**src/rtl/cpf_pkg.sv**
```systemverilog
package cpf_pkg;

  localparam logic [15:0] CRC_INIT  = 16'hFFFF;
  localparam logic [15:0] CRC_POLY  = 16'h1021;
  localparam logic [8:0]  COUNT_MAX = 9'd511;
  localparam int unsigned QUEUE_DEPTH = 2;

  // One accepted input item, as it travels from the front to the back.
  typedef struct packed {
    logic        first;
    logic        last;
    logic        has_byte;
    logic [7:0]  msg_id;
    logic [15:0] seq_num;
    logic [7:0]  decl_len;
    logic [7:0]  data_byte;
  } cmd_t;

  // Which byte of the frame the back end emits next.
  typedef enum logic [2:0] {
    STEP_ID,
    STEP_SEQ_HI,
    STEP_SEQ_LO,
    STEP_LEN,
    STEP_DATA,
    STEP_CRC_HI,
    STEP_CRC_LO,
    STEP_DONE
  } step_e;

  // CRC-16/CCITT-FALSE update for one byte, MSB first.
  function automatic logic [15:0] crc_feed(logic [15:0] crc, logic [7:0] b);
    logic [15:0] c;
    c = crc ^ {b, 8'h00};
    for (int k = 0; k < 8; k++) begin
      c = c[15] ? ({c[14:0], 1'b0} ^ CRC_POLY) : {c[14:0], 1'b0};
    end
    return c;
  endfunction

endpackage

```
**src/rtl/cpf_front.sv**
```systemverilog
module cpf_front (
  input  logic          clk_i,
  input  logic          rst_ni,
  input  logic          in_valid_i,
  output logic          in_stall_o,
  input  logic          first_i,
  input  logic          last_i,
  input  logic          has_byte_i,
  input  logic [7:0]    msg_id_i,
  input  logic [15:0]   seq_num_i,
  input  logic [7:0]    decl_len_i,
  input  logic [7:0]    data_byte_i,
  input  logic          q_full_i,
  output logic          push_o,
  output cpf_pkg::cmd_t push_cmd_o
);

  logic in_message_q, in_message_d;
  logic accept;
  logic useful;

  assign in_stall_o = q_full_i;
  assign accept     = in_valid_i && !q_full_i;

  // Items outside a message, and items inside one that carry neither a byte nor the last flag, never reach the queue.
  assign useful = first_i || (in_message_q && (has_byte_i || last_i));
  assign push_o = accept && useful;

  assign push_cmd_o.first     = first_i;
  assign push_cmd_o.last      = last_i;
  assign push_cmd_o.has_byte  = has_byte_i;
  assign push_cmd_o.msg_id    = msg_id_i;
  assign push_cmd_o.seq_num   = seq_num_i;
  assign push_cmd_o.decl_len  = decl_len_i;
  assign push_cmd_o.data_byte = data_byte_i;

  always_comb begin
    in_message_d = in_message_q;
    if (accept) begin
      if (first_i) begin
        in_message_d = !last_i;
      end else if (last_i) begin
        in_message_d = 1'b0;
      end
    end
  end

  always_ff @(posedge clk_i or negedge rst_ni) begin
    if (!rst_ni) begin
      in_message_q <= 1'b0;
    end else begin
      in_message_q <= in_message_d;
    end
  end

endmodule

```
**src/rtl/cpf_queue.sv**
```systemverilog
module cpf_queue (
  input  logic          clk_i,
  input  logic          rst_ni,
  input  logic          push_i,
  input  cpf_pkg::cmd_t push_cmd_i,
  output logic          full_o,
  input  logic          pop_i,
  output logic          head_valid_o,
  output cpf_pkg::cmd_t head_cmd_o
);

  localparam int unsigned PtrW = $clog2(cpf_pkg::QUEUE_DEPTH);
  localparam int unsigned CntW = $clog2(cpf_pkg::QUEUE_DEPTH + 1);

  cpf_pkg::cmd_t       mem_q [cpf_pkg::QUEUE_DEPTH];
  logic [PtrW-1:0]     wr_ptr_q, wr_ptr_d;
  logic [PtrW-1:0]     rd_ptr_q, rd_ptr_d;
  logic [CntW-1:0]     count_q, count_d;

  assign full_o       = (count_q == CntW'(cpf_pkg::QUEUE_DEPTH));
  assign head_valid_o = (count_q != '0);
  assign head_cmd_o   = mem_q[rd_ptr_q];

  always_comb begin
    wr_ptr_d = wr_ptr_q;
    rd_ptr_d = rd_ptr_q;
    count_d  = count_q;
    if (push_i) begin
      wr_ptr_d = (wr_ptr_q == PtrW'(cpf_pkg::QUEUE_DEPTH - 1)) ? '0 : wr_ptr_q + 1'b1;
    end
    if (pop_i) begin
      rd_ptr_d = (rd_ptr_q == PtrW'(cpf_pkg::QUEUE_DEPTH - 1)) ? '0 : rd_ptr_q + 1'b1;
    end
    if (push_i && !pop_i) begin
      count_d = count_q + 1'b1;
    end else if (pop_i && !push_i) begin
      count_d = count_q - 1'b1;
    end
  end

  always_ff @(posedge clk_i) begin
    if (push_i) begin
      mem_q[wr_ptr_q] <= push_cmd_i;
    end
  end

  always_ff @(posedge clk_i or negedge rst_ni) begin
    if (!rst_ni) begin
      wr_ptr_q <= '0;
      rd_ptr_q <= '0;
      count_q  <= '0;
    end else begin
      wr_ptr_q <= wr_ptr_d;
      rd_ptr_q <= rd_ptr_d;
      count_q  <= count_d;
    end
  end

endmodule

```
**src/rtl/cpf_back.sv**
```systemverilog
module cpf_back (
  input  logic          clk_i,
  input  logic          rst_ni,
  input  logic          head_valid_i,
  input  cpf_pkg::cmd_t head_cmd_i,
  output logic          pop_o,
  output logic          out_valid_o,
  input  logic          out_stall_i,
  output logic [7:0]    out_byte_o,
  output logic          frame_end_o,
  output logic          length_error_o
);

  cpf_pkg::step_e step_q, step_d;
  cpf_pkg::step_e cur_step, next_step;
  logic           busy_q, busy_d;
  logic [15:0]    crc_q, crc_d;
  logic [8:0]     count_q, count_d;
  logic [7:0]     decl_q, decl_d;
  logic           out_valid_q, out_valid_d;
  logic [7:0]     out_byte_q, out_byte_d;
  logic           frame_end_q, frame_end_d;
  logic           length_error_q, length_error_d;
  logic           emit;
  logic [7:0]     sel_byte;
  logic [15:0]    crc_base;

  assign emit = head_valid_i && (!out_valid_q || !out_stall_i);

  always_comb begin
    if (busy_q) begin
      cur_step = step_q;
    end else if (head_cmd_i.first) begin
      cur_step = cpf_pkg::STEP_ID;
    end else if (head_cmd_i.has_byte) begin
      cur_step = cpf_pkg::STEP_DATA;
    end else begin
      cur_step = cpf_pkg::STEP_CRC_HI;
    end
  end

  always_comb begin
    next_step = cpf_pkg::STEP_DONE;
    case (cur_step)
      cpf_pkg::STEP_ID:     next_step = cpf_pkg::STEP_SEQ_HI;
      cpf_pkg::STEP_SEQ_HI: next_step = cpf_pkg::STEP_SEQ_LO;
      cpf_pkg::STEP_SEQ_LO: next_step = cpf_pkg::STEP_LEN;
      cpf_pkg::STEP_LEN: begin
        if (head_cmd_i.has_byte) begin
          next_step = cpf_pkg::STEP_DATA;
        end else if (head_cmd_i.last) begin
          next_step = cpf_pkg::STEP_CRC_HI;
        end
      end
      cpf_pkg::STEP_DATA: begin
        if (head_cmd_i.last) begin
          next_step = cpf_pkg::STEP_CRC_HI;
        end
      end
      cpf_pkg::STEP_CRC_HI: next_step = cpf_pkg::STEP_CRC_LO;
      default:              next_step = cpf_pkg::STEP_DONE;
    endcase
  end

  always_comb begin
    sel_byte = head_cmd_i.data_byte;
    case (cur_step)
      cpf_pkg::STEP_ID:     sel_byte = head_cmd_i.msg_id;
      cpf_pkg::STEP_SEQ_HI: sel_byte = head_cmd_i.seq_num[15:8];
      cpf_pkg::STEP_SEQ_LO: sel_byte = head_cmd_i.seq_num[7:0];
      cpf_pkg::STEP_LEN:    sel_byte = head_cmd_i.decl_len;
      cpf_pkg::STEP_CRC_HI: sel_byte = crc_q[15:8];
      cpf_pkg::STEP_CRC_LO: sel_byte = crc_q[7:0];
      default:              sel_byte = head_cmd_i.data_byte;
    endcase
  end

  // A new frame restarts the CRC from its initial value.
  assign crc_base = (cur_step == cpf_pkg::STEP_ID) ? cpf_pkg::CRC_INIT : crc_q;

  always_comb begin
    step_d         = step_q;
    busy_d         = busy_q;
    crc_d          = crc_q;
    count_d        = count_q;
    decl_d         = decl_q;
    out_valid_d    = out_valid_q && out_stall_i;
    out_byte_d     = out_byte_q;
    frame_end_d    = frame_end_q;
    length_error_d = length_error_q;
    pop_o          = 1'b0;
    if (emit) begin
      out_valid_d    = 1'b1;
      out_byte_d     = sel_byte;
      frame_end_d    = (cur_step == cpf_pkg::STEP_CRC_LO);
      length_error_d = (cur_step == cpf_pkg::STEP_CRC_LO) && (count_q != {1'b0, decl_q});
      case (cur_step)
        cpf_pkg::STEP_CRC_HI: begin
        end
        cpf_pkg::STEP_CRC_LO: begin
          crc_d   = cpf_pkg::CRC_INIT;
          count_d = '0;
        end
        default: begin
          crc_d = cpf_pkg::crc_feed(crc_base, sel_byte);
        end
      endcase
      if (cur_step == cpf_pkg::STEP_ID) begin
        count_d = '0;
        decl_d  = head_cmd_i.decl_len;
      end
      if ((cur_step == cpf_pkg::STEP_DATA) && (count_q != cpf_pkg::COUNT_MAX)) begin
        count_d = count_q + 9'd1;
      end
      if (next_step == cpf_pkg::STEP_DONE) begin
        pop_o  = 1'b1;
        busy_d = 1'b0;
      end else begin
        busy_d = 1'b1;
        step_d = next_step;
      end
    end
  end

  always_ff @(posedge clk_i or negedge rst_ni) begin
    if (!rst_ni) begin
      step_q      <= cpf_pkg::STEP_ID;
      busy_q      <= 1'b0;
      crc_q       <= cpf_pkg::CRC_INIT;
      count_q     <= '0;
      decl_q      <= '0;
      out_valid_q <= 1'b0;
    end else begin
      step_q      <= step_d;
      busy_q      <= busy_d;
      crc_q       <= crc_d;
      count_q     <= count_d;
      decl_q      <= decl_d;
      out_valid_q <= out_valid_d;
    end
  end

  always_ff @(posedge clk_i) begin
    out_byte_q     <= out_byte_d;
    frame_end_q    <= frame_end_d;
    length_error_q <= length_error_d;
  end

  assign out_valid_o    = out_valid_q;
  assign out_byte_o     = out_byte_q;
  assign frame_end_o    = frame_end_q;
  assign length_error_o = length_error_q;

`ifndef SYNTHESIS
  a_busy_has_head: assert property (@(posedge clk_i) disable iff (!rst_ni)
    busy_q |-> head_valid_i)
    else $error("sequencer mid-item with an empty queue");

  a_err_only_at_end: assert property (@(posedge clk_i) disable iff (!rst_ni)
    (out_valid_o && length_error_o) |-> frame_end_o)
    else $error("length error flagged away from frame end");

  a_crc_restart: assert property (@(posedge clk_i) disable iff (!rst_ni)
    (emit && cur_step == cpf_pkg::STEP_CRC_LO) |=>
      (crc_q == cpf_pkg::CRC_INIT && count_q == '0))
    else $error("CRC or count not restarted after frame end");

  a_decl_taken: assert property (@(posedge clk_i) disable iff (!rst_ni)
    (emit && cur_step == cpf_pkg::STEP_ID) |=> (decl_q == $past(head_cmd_i.decl_len)))
    else $error("declared length not captured at header start");
`endif

endmodule

```
**src/rtl/crc16_packet_framer.sv**
```systemverilog
// Chan Dir  Handshake                Beat fields
// in   in   in_valid_i / in_stall_o  first, last, has_byte, msg_id, seq_num, decl_len, data_byte
// out  out  out_valid_o / out_stall_i  out_byte, frame_end, length_error
//
// Each output beat is one frame byte; the back end produces at most one per cycle.
// A data item emits its byte; a start item emits ID, sequence high and low, length, then any
// data byte; a last item then adds the two CRC bytes, all that a bare closing item emits.
// The input is stalled only while the two-entry command queue is full.
// Reset is asynchronous and active low; it empties the queue, closes any message, sets the
// CRC to all ones and clears the byte count and the registered output valid.
module crc16_packet_framer (
  input  logic        clk_i,
  input  logic        rst_ni,
  input  logic        in_valid_i,
  output logic        in_stall_o,
  input  logic        first_i,
  input  logic        last_i,
  input  logic        has_byte_i,
  input  logic [7:0]  msg_id_i,
  input  logic [15:0] seq_num_i,
  input  logic [7:0]  decl_len_i,
  input  logic [7:0]  data_byte_i,
  output logic        out_valid_o,
  input  logic        out_stall_i,
  output logic [7:0]  out_byte_o,
  output logic        frame_end_o,
  output logic        length_error_o
);

  // Front end: tracks whether a message is open and drops items that emit nothing.
  logic          push;
  cpf_pkg::cmd_t push_cmd;
  logic          q_full;
  // Queue to back end.
  logic          pop;
  logic          head_valid;
  cpf_pkg::cmd_t head_cmd;

  cpf_front u_front (
    .clk_i       (clk_i),
    .rst_ni      (rst_ni),
    .in_valid_i  (in_valid_i),
    .in_stall_o  (in_stall_o),
    .first_i     (first_i),
    .last_i      (last_i),
    .has_byte_i  (has_byte_i),
    .msg_id_i    (msg_id_i),
    .seq_num_i   (seq_num_i),
    .decl_len_i  (decl_len_i),
    .data_byte_i (data_byte_i),
    .q_full_i    (q_full),
    .push_o      (push),
    .push_cmd_o  (push_cmd)
  );

  // The queue decouples input stalls from the byte-by-byte serialization.
  cpf_queue u_queue (
    .clk_i        (clk_i),
    .rst_ni       (rst_ni),
    .push_i       (push),
    .push_cmd_i   (push_cmd),
    .full_o       (q_full),
    .pop_i        (pop),
    .head_valid_o (head_valid),
    .head_cmd_o   (head_cmd)
  );

  // The back end walks each command through its frame bytes and keeps the running CRC.
  cpf_back u_back (
    .clk_i          (clk_i),
    .rst_ni         (rst_ni),
    .head_valid_i   (head_valid),
    .head_cmd_i     (head_cmd),
    .pop_o          (pop),
    .out_valid_o    (out_valid_o),
    .out_stall_i    (out_stall_i),
    .out_byte_o     (out_byte_o),
    .frame_end_o    (frame_end_o),
    .length_error_o (length_error_o)
  );

endmodule
```
**config.mk**
```make
export PLATFORM = sky130hd
export DESIGN_NAME = crc16_packet_framer
export DESIGN_NICKNAME = d
export VERILOG_FILES = /design/src/rtl/cpf_pkg.sv /design/src/rtl/cpf_front.sv /design/src/rtl/cpf_queue.sv /design/src/rtl/cpf_back.sv /design/src/rtl/crc16_packet_framer.sv
export SDC_FILE = /design/constraint.sdc
export NUM_CORES = 1
export LEC_CHECK = 0
export BUFFER_PORTS_ARGS = -buffer_cell sky130_fd_sc_hd__buf_2
export CAP_MARGIN = 20
export CORE_MARGIN = 2
export CORE_UTILIZATION = 59
export DETAILED_ROUTE_END_ITERATION = 16
export GPL_ROUTABILITY_DRIVEN = 0
export PLACE_DENSITY_LB_ADDON = 0.15
export SLEW_MARGIN = 20
export SYNTH_ARGS = -nofsm -noshare
export SYNTH_HDL_FRONTEND = slang
export SYNTH_SLANG_ARGS = --single-unit
```
**constraint.sdc**
```tcl
create_clock -name clk_i -period 3.7 [get_ports clk_i]
set_input_delay 0.555 -clock clk_i [delete_from_list [all_inputs] [get_ports clk_i]]
set_output_delay 0.555 -clock clk_i [all_outputs]
set_load 0.01 [all_outputs]
```
; Word level (Yosys, flattened, before mapping)
; Memory sizes are Yosys's and may differ from the RTL's.
; Cells that the tools add are included.
[totals]
output_inout_bits = 12
ramBits = 86
rom_bits = 0
wordCells = 100
n_memories = 1
input_bits = 47
ff_bits = 53
latch_bits = 0
[op_classes]
reduce_logical = 28
bitwise = 11
add_sub_neg = 5
eq_ne = 10
n_shift = 0
mul = 0
div_mod_pow = 0
n_mux = 32
magnitude_cmp = 0
[mem_list]
columns = memory, depth, word_bits, read_ports, rd_ports_with_merged_regs, wr, line
row1 = u_queue.mem_q, 2, 43, 1, 0, 1, cpf_queue.sv:15  ; cpf_pkg::cmd_t mem_q [cpf_pkg::QUEUE_DEPTH];
[op_table]
columns = cell, count
row1 = $mux W13, 8
row2 = $pmux W8 S6, 1
row3 = $pmux W16 S2, 1
row4 = $mux W9, 3
row5 = $not A3 Y3, 8
row6 = $pmux W3 S6, 1
row7 = $mux W16, 1
row8 = $xor A16 B16 Y16, 1
row9 = $eq A3 B3 Y1 const B, 4
row10 = $mux W1, 11
row11 = $reduce_and A2 Y1, 5
row12 = $add A9 B1 Y9 const B, 1
row13 = $logic_and A1 B1 Y1, 9
row14 = $mux W3, 3
row15 = $ne A9 B8 Y1, 1
row16 = $ne A9 B9 Y1 const B, 1
row17 = $eq A3 B2 Y1 const B, 2
row18 = $logic_not A1 Y1, 6
row19 = $mux W2, 3
row20 = $reduce_bool A2 Y1, 3
row21 = $eq A3 B1 Y1 const B, 1
row22 = $logic_not A3 Y1, 1
row23 = $logic_or A1 B1 Y1, 3
row24 = $reduce_bool A3 Y1, 1
row25 = 5 further kinds, 7

; Longest topological paths before layout
; Gate-level depths: netlist of the first run.
; An unclocked memory read counts as a cell.
[logic_depth]
ltp_word = 24
mapped_depth = 16

; Hierarchy
; Synthesis of the first run repeated with hierarchy kept, for this count alone.
[unflattened]
hier_cells = 522
area_unflattened_um2 = 6995.5
[modules_own_cells]
columns = module, seq_area_each_um2, area_each_um2, cells_per_inst, n_inst
row1 = cpf_queue, 2682.6, 3493.4, 150, 1
row2 = cpf_back, 1271.2, 3105.5, 320, 1
row3 = cpf_front, 25.0, 396.6, 52, 1

; Least setup slack after synthesis of the first run
; OpenSTA, ideal clock, no wires.
[synth_timing]
path_type = reg-to-reg
startpoint = register u_queue.count_q[1]
endpoint = memory u_queue.mem_q[0][0] (netlist bit) (enable)
stages_incl_launch_ff = 5
setup_slack_ns = 0.511
t_arrival_ns = 2.745
required_ns = 3.256
setup_time_ns = 0.444
n_path_buf = 0
synth_period_minus_slack_ns = 3.189
cell_sequence = dfrtp_1 -> nor2b_1 -> nor2b_1 -> o21ai_0 -> nor2_1
[synth_via]
elab_chain_cells = 6
[synth_lines]
columns = item, line
row1 = from (decl), cpf_queue.sv:18  ; logic [CntW-1:0] count_q, count_d;
row2 = from (signal assigned), cpf_queue.sv:55  ; count_q <= count_d;
row3 = $eq A2 B2 Y1, cpf_queue.sv:20  ; assign full_o = (count_q == CntW'(cpf_pkg::QUEUE_DEPTH));
row4 = net in_stall_o, crc16_packet_framer.sv:15  ; output logic in_stall_o,
row5 = $logic_not A1 Y1, cpf_front.sv:23  ; assign accept = in_valid_i && !q_full_i;
row6 = $logic_and A1 B1 Y1, cpf_front.sv:23
row7 = $logic_and A1 B1 Y1, cpf_front.sv:27  ; assign push_o = accept && useful;
row8 = $mux W1, cpf_queue.sv:42  ; if (push_i) begin
row9 = $mux W1 (implied by the code), cpf_queue.sv:43  ; mem_q[wr_ptr_q] <= push_cmd_i;
row10 = to (decl), cpf_queue.sv:15
; The timed path passes the listed nets, and every way through them passes these cells.

; Worst setup path in the final report of the first run
[layout_timing]
startpoint = register u_back.busy_q
endpoint = register u_back.crc_q[14]
[layout_via]
elab_cells_between_ends = 21
cone_classes = 5 x eq/ne / 10 x mux / 4 x bitwise / 2 x reduce/logical
[layout_lines]
columns = item, line
row1 = from (decl), cpf_back.sv:16  ; logic busy_q, busy_d;
row2 = from (signal assigned), cpf_back.sv:135  ; busy_q <= busy_d;
row3 = $mux W3 *, cpf_back.sv:31  ; if (busy_q) begin
row4 = $eq A3 B3 Y1 (tied with other cells), cpf_back.sv:67  ; case (cur_step)
row5 = $pmux W8 S6 *, cpf_back.sv:67
row6 = net u_back.sel_byte[6], cpf_back.sv:25  ; logic [7:0] sel_byte;
row7 = $xor A16 B16 Y16 *, cpf_pkg.sv:34  ; c = crc ^ {b, 8'h00};
row8 = $mux W13 * (2 in series), cpf_pkg.sv:36  ; c = c[15] ? ({c[14:0], 1'b0} ^ CRC_POLY) : {c[14:0], 1'b0};
row9 = $pmux W16 S2 *, cpf_back.sv:97  ; case (cur_step)
row10 = to (signal assigned), cpf_back.sv:129  ; crc_q <= cpf_pkg::CRC_INIT;
row11 = to (signal assigned), cpf_back.sv:136  ; crc_q <= crc_d;
row12 = to (decl), cpf_back.sv:17  ; logic [15:0] crc_q, crc_d;
; The timed path passes the listed nets; every way through them passes the cells marked *.
; A chain may end at the register's enable or synchronous reset.

==> run metrics, run 1 <==
Starting DRT DRC Count=599; Least-Margin Pin Slew=1023 ps; Slew HR=31.78%; critical path endpoint=u_back.crc_q[14]$_DFFE_PN1P_; max incr delay on CP=840 ps; htree depth=4; Starting Density=60.27%; Mapped Nets=545; FMAX=307.2 MHz; setup TNS=0 ps; Tot Pwr=7.976 mW; outcome=complete, no violations; Clock Sinks=139; Top Ports=59; Total Routing Usage GR=25.80%; Final Setup Violations=0; DR vias=4,263; row count=38; Final Util=69.09%; R2R cell count=8; # nets final=604; number of antenna diodes=0; Worst R2R Start=u_back.busy_q$_DFFE_PN0P_; cts hold-fix bufs=0; Critical Path Sink Type=register; final hold violation count=0; drt first pass iters=5; R2R Path End=u_back.crc_q[14]$_DFFE_PN1P_; Syn Area/Cell=13.20 µm²; initial antenna violation count=0; Skew-Pair Late Insertion Delay=540 ps; die width=109.2 µm; layout cells sized above 1=26.81%; Longest Clk Path Bufs=2; leading area contributor after synthesis=edfxtp_1; CP arrival=3720 ps; Max Clock Skew=6.785 ps; crit-path cells=inv_1, a21oi_1, o221a_2, o41a_1, xor2_1, xnor2_2, xnor2_1, o22a_1; PwrDens=1065 nW/µm²; Worst EP required=4170 ps; Worst-path clk slew=60 ps; Worst R2R Setup Slack=440 ps; total of max-cap violations=0; flops & latches, synth=139; critical path peak fanout=22; asr flop ratio synth=30.94%; leak pwr=2.866 nW; post-synth cell types=72; # resized after CTS=0; slowest CP cell=dfrtp_1; Vias/cell=6.030; Num CTS Buffers=17; Mapped Area=6534 µm²; Max Transition Viols Final=0; DR DRC count=0; Worst Setup Start Kind=register; Tcrit/Tclk final=87.99%; min cycle time layout=3255 ps; Most used DFF post-synth=edfxtp_1; Die Height=109.2 µm; clock root buffer=clkbuf_8; vias in the first global route=4,146; Yosys Warn Count=0; RSZ-0062 raised after global routing=no; largest net degree at the start of global routing=44; Area contributors post-synth=edfxtp_1, dfrtp_1, dfstp_2; CTS tree=built; sequential-to-total area share from yosys stat=60.90%; min-delay worst type=in -> async; port buffer count=58; post-route ant nets=0; CP startpoint=u_back.busy_q$_DFFE_PN0P_; first-pass GRT wire length=22,260 µm; area delta synth->final=14.63%; share of the synthesized area in the top cell type=44.12%; Hold Worst Slack=5.349 ps; GRT overflow=0; core area=10,840 µm²; wire per inst=19.78 µm; Final HPWL DP=9672 µm; Post-synth EDFFs=96; post-CTS setup buffers=0; critical path class=reg -> reg; Die Area=11,930 µm²; VDD IR max=741.8 µV; Mapped Cells=495; final WL=13,990 µm
[per-stage QoR]
stage	cell area, µm²	cells	setup slack, ps
after floorplan	6534	495	511.0
after global placement	6915	675	614.5
after detailed placement	6915	675	494.7
after CTS	7487	707	488.0
after global routing	7490	707	191.2
final	7490	707	444.5
[cell families (layout without fill, tap and decap cells)]
family	after synthesis	in the layout	synth area share, %
flip-flops	139	139	60.90
AND/OR/NAND/NOR	130	130	9.977
AO/OA/AOI/OAI	106	106	11.45
multiplexers	46	46	8.349
XOR/XNOR	40	40	6.166
buffers and inverters	31	103	2.585
adder cells (fa/ha/maj)	3	3	0.5746
[Yosys cell counts (4+ instances only)]
| cell | number |
|---|---|
| nand2_1 | 19 |
| buf_6 | 5 |
| dfstp_2 | 16 |
| xnor2_1 | 19 |
| clkbuf_1 | 13 |
| mux2_2 | 14 |
| edfxtp_1 | 96 |
| nor3_1 | 5 |
| mux2i_1 | 26 |
| mux4_2 | 5 |
| xor2_1 | 14 |
| dfrtp_1 | 27 |
| and2_1 | 4 |
| a21oi_1 | 29 |
| a211oi_1 | 4 |
| o22a_1 | 4 |
| a31oi_1 | 9 |
| and3_1 | 6 |
| o21ai_0 | 19 |
| inv_1 | 6 |
| o41a_1 | 4 |
| xnor2_2 | 4 |
| nor2_1 | 58 |
| nand3_1 | 15 |
[worst min path at each step]
stage / slack (ps) / end / startpoint
after floorplan: 260 / u_back.busy_q$_DFFE_PN0P_ / rst_ni
after global placement: 480 / u_back.out_valid_o$_DFF_PN0_ / u_back.out_valid_o$_DFF_PN0_
after detailed placement: 500 / u_back.out_valid_o$_DFF_PN0_ / u_back.out_valid_o$_DFF_PN0_
after CTS: 170 / u_queue.mem_q[1][5]$_DFFE_PP_ / data_byte_i[5]
after global routing: 40 / u_back.decl_q[2]$_DFFE_PN0P_ / rst_ni
final: 5 / u_back.decl_q[2]$_DFFE_PN0P_ / rst_ni
[cell type report]
cell class / instances / area [µm²]
Sequential cell: 139 / 3980
Fill cell: 780 / 3351
Multi-Input combinational cell: 325 / 2395
Clock buffer: 19 / 431.7
Clock inverter: 13 / 140.1
Inverter: 6 / 22.52
Tap cell: 140 / 175.2
Timing Repair Buffer: 65 / 345.3
[report_power, final]
part,leakage (nW),internal (mW),total [mW],switching (mW)
Sequential,1.38,2.27,2.71,0.431
Clock,0.273,0.979,1.64,0.661
Combinational,1.21,1.62,3.63,2.01
[registers in the layout, indices dropped and copies added, names as in the netlist, 2 cells and up]
name               flops
u_back.count_q         9
u_queue.mem_q         86
u_back.crc_q          16
u_back.out_byte_o      8
u_queue.count_q        2
u_back.decl_q          8
u_back.step_q          3
[metal layers]
metal  global-route usage [%]  up-vias  share of wire [%]
met5                        0        -                  0
met4                    8.770        0                2.2
met3                    8.129       29                7.2
met2                    39.26      171                 46
met1                    35.43     2074                 44
li1                         -     1989                  -
[layout by cell type (no fill, tap or decap), types with 3 or more instances in the layout]
cell type and count:
a211oi_1 4, dfstp_2 16, nand2_1 19, and3_1 6
buf_4 8, and2_1 3, nand3_1 15, dfrtp_1 26
nor3_1 5, mux2_2 14, o2111ai_1 3, o21ai_0 19
o22a_1 4, xnor2_1 19, xnor2_2 4, xor2_1 14
inv_1 6, xor2_2 3, edfxtp_1 96, a21oi_1 29
buf_2 57, o31a_1 3, nor2_1 57, o41a_1 4
mux4_2 5, inv_6 3, clkinvlp_4 3, clkbuf_16 16
ha_1 3, o31ai_1 3, a22oi_1 3, mux2i_1 26
a31oi_1 9
[critical path, delay by kind of cell, from the launching register on]
kind | cells | cell delay [ps]
xor+xnor | 3 | 750
flops | 1 | 840
buf+inv | 1 | 370
compound gates | 4 | 1210
Power figures use the tool's default switching activity.
==> run 2, diff against run 1 <==
--- a/config.mk
+++ b/config.mk
@@ -8,11 +8,13 @@
 export BUFFER_PORTS_ARGS = -buffer_cell sky130_fd_sc_hd__buf_2
 export CAP_MARGIN = 20
 export CORE_MARGIN = 2
-export CORE_UTILIZATION = 59
+export CORE_UTILIZATION = 60
 export DETAILED_ROUTE_END_ITERATION = 16
 export GPL_ROUTABILITY_DRIVEN = 0
+export MAX_ROUTING_LAYER = met4
 export PLACE_DENSITY_LB_ADDON = 0.15
 export SLEW_MARGIN = 20
 export SYNTH_ARGS = -nofsm -noshare
 export SYNTH_HDL_FRONTEND = slang
+export SYNTH_HIERARCHICAL = 1
 export SYNTH_SLANG_ARGS = --single-unit
==> run 2 against run 1 <==
Die area rose by 5.1%. Total power is 5.3% lower. Core utilization is 2.7 points lower. First-iteration DRC count down 42%. Critical path depth down 1. Cell count shrank 0.99%. Sequential share of layout area is 0.61 points lower. Setup slack better by 200 ps. Sequential power decreased by 4%. Cell area is 1.2% higher. Global-route usage decreased by 3.1 points.
==> run metrics, run 2 <==
number of antenna diodes=0; final WL=13,220 µm; VDD IR max=804.5 µV; DR DRC count=0; critical path class=reg -> reg; design area=7577 µm²; port buffer count=58; CP arrival=3420 ps; Top Ports=59; first-pass GRT wire length=21,070 µm; post-CTS setup buffers=0; die width=112.0 µm; dpl cell area=7038 µm²; largest register by flop count=u_queue/mem_q; # resized after CTS=0; non-filler cells, final=700; Area contributors post-synth=edfxtp_1, dfrtp_1, mux2_4; share of the synthesized area in the top cell type=41.21%; # nets final=594; Tot Pwr=7.555 mW; Mapped Nets=572; most common cell in the synthesized netlist=edfxtp_1; Starting DRT DRC Count=349; Largest regs=u_queue/mem_q: 86 flops, u_back/crc_q: 16 flops, u_back/count_q: 9 flops; Max Clock Skew=13.61 ps; Worst R2R Start=u_back/step_q[2]$_DFFE_PN0P_; leak pwr=3.112 nW; leading area contributor after synthesis=edfxtp_1; Num CTS Buffers=17; layout cells sized above 1=31.60%; Max Transition Viols Final=0; Syn Area/Cell=13.40 µm²; wire per inst=18.89 µm; cts hold-fix bufs=0; Yosys Warn Count=6; vias in the first global route=4,050; Most used DFF post-synth=edfxtp_1; asr flop ratio synth=30.94%; CTS tree=built; area delta synth->final=8.317%; CP startpoint=u_back/step_q[2]$_DFFE_PN0P_; post-synth cell types=54; Slew HR=44.30%; core area=11,420 µm²; commonest cells after routing, fill and taps aside=edfxtp_1, buf_2, mux2_4; GRT overflow=0; initial antenna violation count=0; Skew-Pair Late Insertion Delay=420 ps; min cycle time layout=3058 ps; Least-Margin Pin Slew=835.4 ps; Die Area=12,540 µm²; flops & latches, synth=139; Starting Density=61.26%; Mapped Cells=522; max reg flops=86; Die Height=112.0 µm; setup TNS=0 ps; sequential-to-total area share from yosys stat=56.88%; Commonest cells post-synth=edfxtp_1, buf_4, mux2_4, nor2_1, nand2_1; Critical Path Sink Type=register; largest net degree at the start of global routing=44; Longest Clk Path Bufs=2; final hold violation count=0; Clock Sinks=139; Post-synth EDFFs=96; commonest non-fill, non-tap cell in the layout=edfxtp_1; Worst-path clk slew=60 ps; row count=39; Worst EP required=4060 ps; FMAX=327.0 MHz; Final HPWL DP=9015 µm; Final Setup Violations=0; post-route ant nets=0; clock root buffer=clkbuf_16; DR vias=4,109; drt first pass iters=5; htree depth=4; Worst Setup Start Kind=register; critical path peak fanout=21; dpl cells=668; RSZ-0062 raised after global routing=no; outcome=complete, no violations; min-delay worst type=in -> async; Tcrit/Tclk final=82.65%; Total Routing Usage GR=22.75%; Final Util=66.36%; total of max-cap violations=0; Mapped Area=6995 µm²; Vias/cell=5.870; PwrDens=997.1 nW/µm²
run 2: worst paths after layout:
| path | end | slack, ps | cells after the start |
|---|---|---|---|
| min | u_back/count_q[0]$_DFFE_PN0P_ | 140 | 1 |
| min reg2reg | u_queue/count_q[1]$_DFFE_PN0P_ | 480 | 1 |
| max | u_back/crc_q[5]$_DFFE_PN1P_ | 640 | 7 |
| max reg2reg | u_back/crc_q[5]$_DFFE_PN1P_ | 640 | 7 |
| max in group asynchronous | u_queue/rd_ptr_q$_DFFE_PN0P_ | 3150 | 1 |
| min in group clk_i | u_queue/mem_q[0][36]$_DFFE_PP_ | 320 | 1 |
run 2: cell type report:
cell class / count / area (µm²)
clock buffer: 17 / 425.4
tap: 143 / 178.9
sequential: 139 / 3980
inverter: 6 / 22.52
clock inverter: 15 / 111.4
fill: 829 / 3841
timing repair buffer: 67 / 360.3
multi-input combinational: 313 / 2499
run 2: metal layers:
metal / vias up / global-route usage, % / share of wire [%] / wire length [µm]
met3: 21 / 4.954 / 5.4 / 716
met4: 0 / 8.699 / 1.9 / 247
met5: - / - / 0 / 0
met2: 142 / 35.23 / 49 / 6465
li1: 1922 / - / - / -
met1: 2024 / 29.77 / 44 / 5792
run 2: kinds of logic after synthesis:
logic type,share of synthesized area [%]
flops,56.88
simple gates,9.605
mux,13.63
buf+inv,7.530
compound gates,6.976
xor+xnor,4.847
fa+ha+maj,0.5366
run 2: stage by stage:
stage / hold slack [ps] / setup WS [ps]
after detailed placement: 464.6 / 718.3
after floorplan: 259.4 / 367.7
after global placement: 464.9 / 822.9
after CTS: 301.2 / 724.8
after global routing: 175.2 / 504.0
final: 144.1 / 642.0
run 2: worst max-delay path, stage by stage, from the launching register on:
cell and delay (ps):
dfrtp_1 680, or4b_1 730, nand2_1 520, a221o_1 250, a22oi_1 80, xnor2_1 410
xnor2_1 190, o22a_1 150
run 2: power by group:
group	switching, mW	internal, mW	leakage [nW]
logic	1.80	1.61	1.46
clock network	0.666	0.865	0.264
registers	0.353	2.26	1.39
total	2.82	4.74	3.11
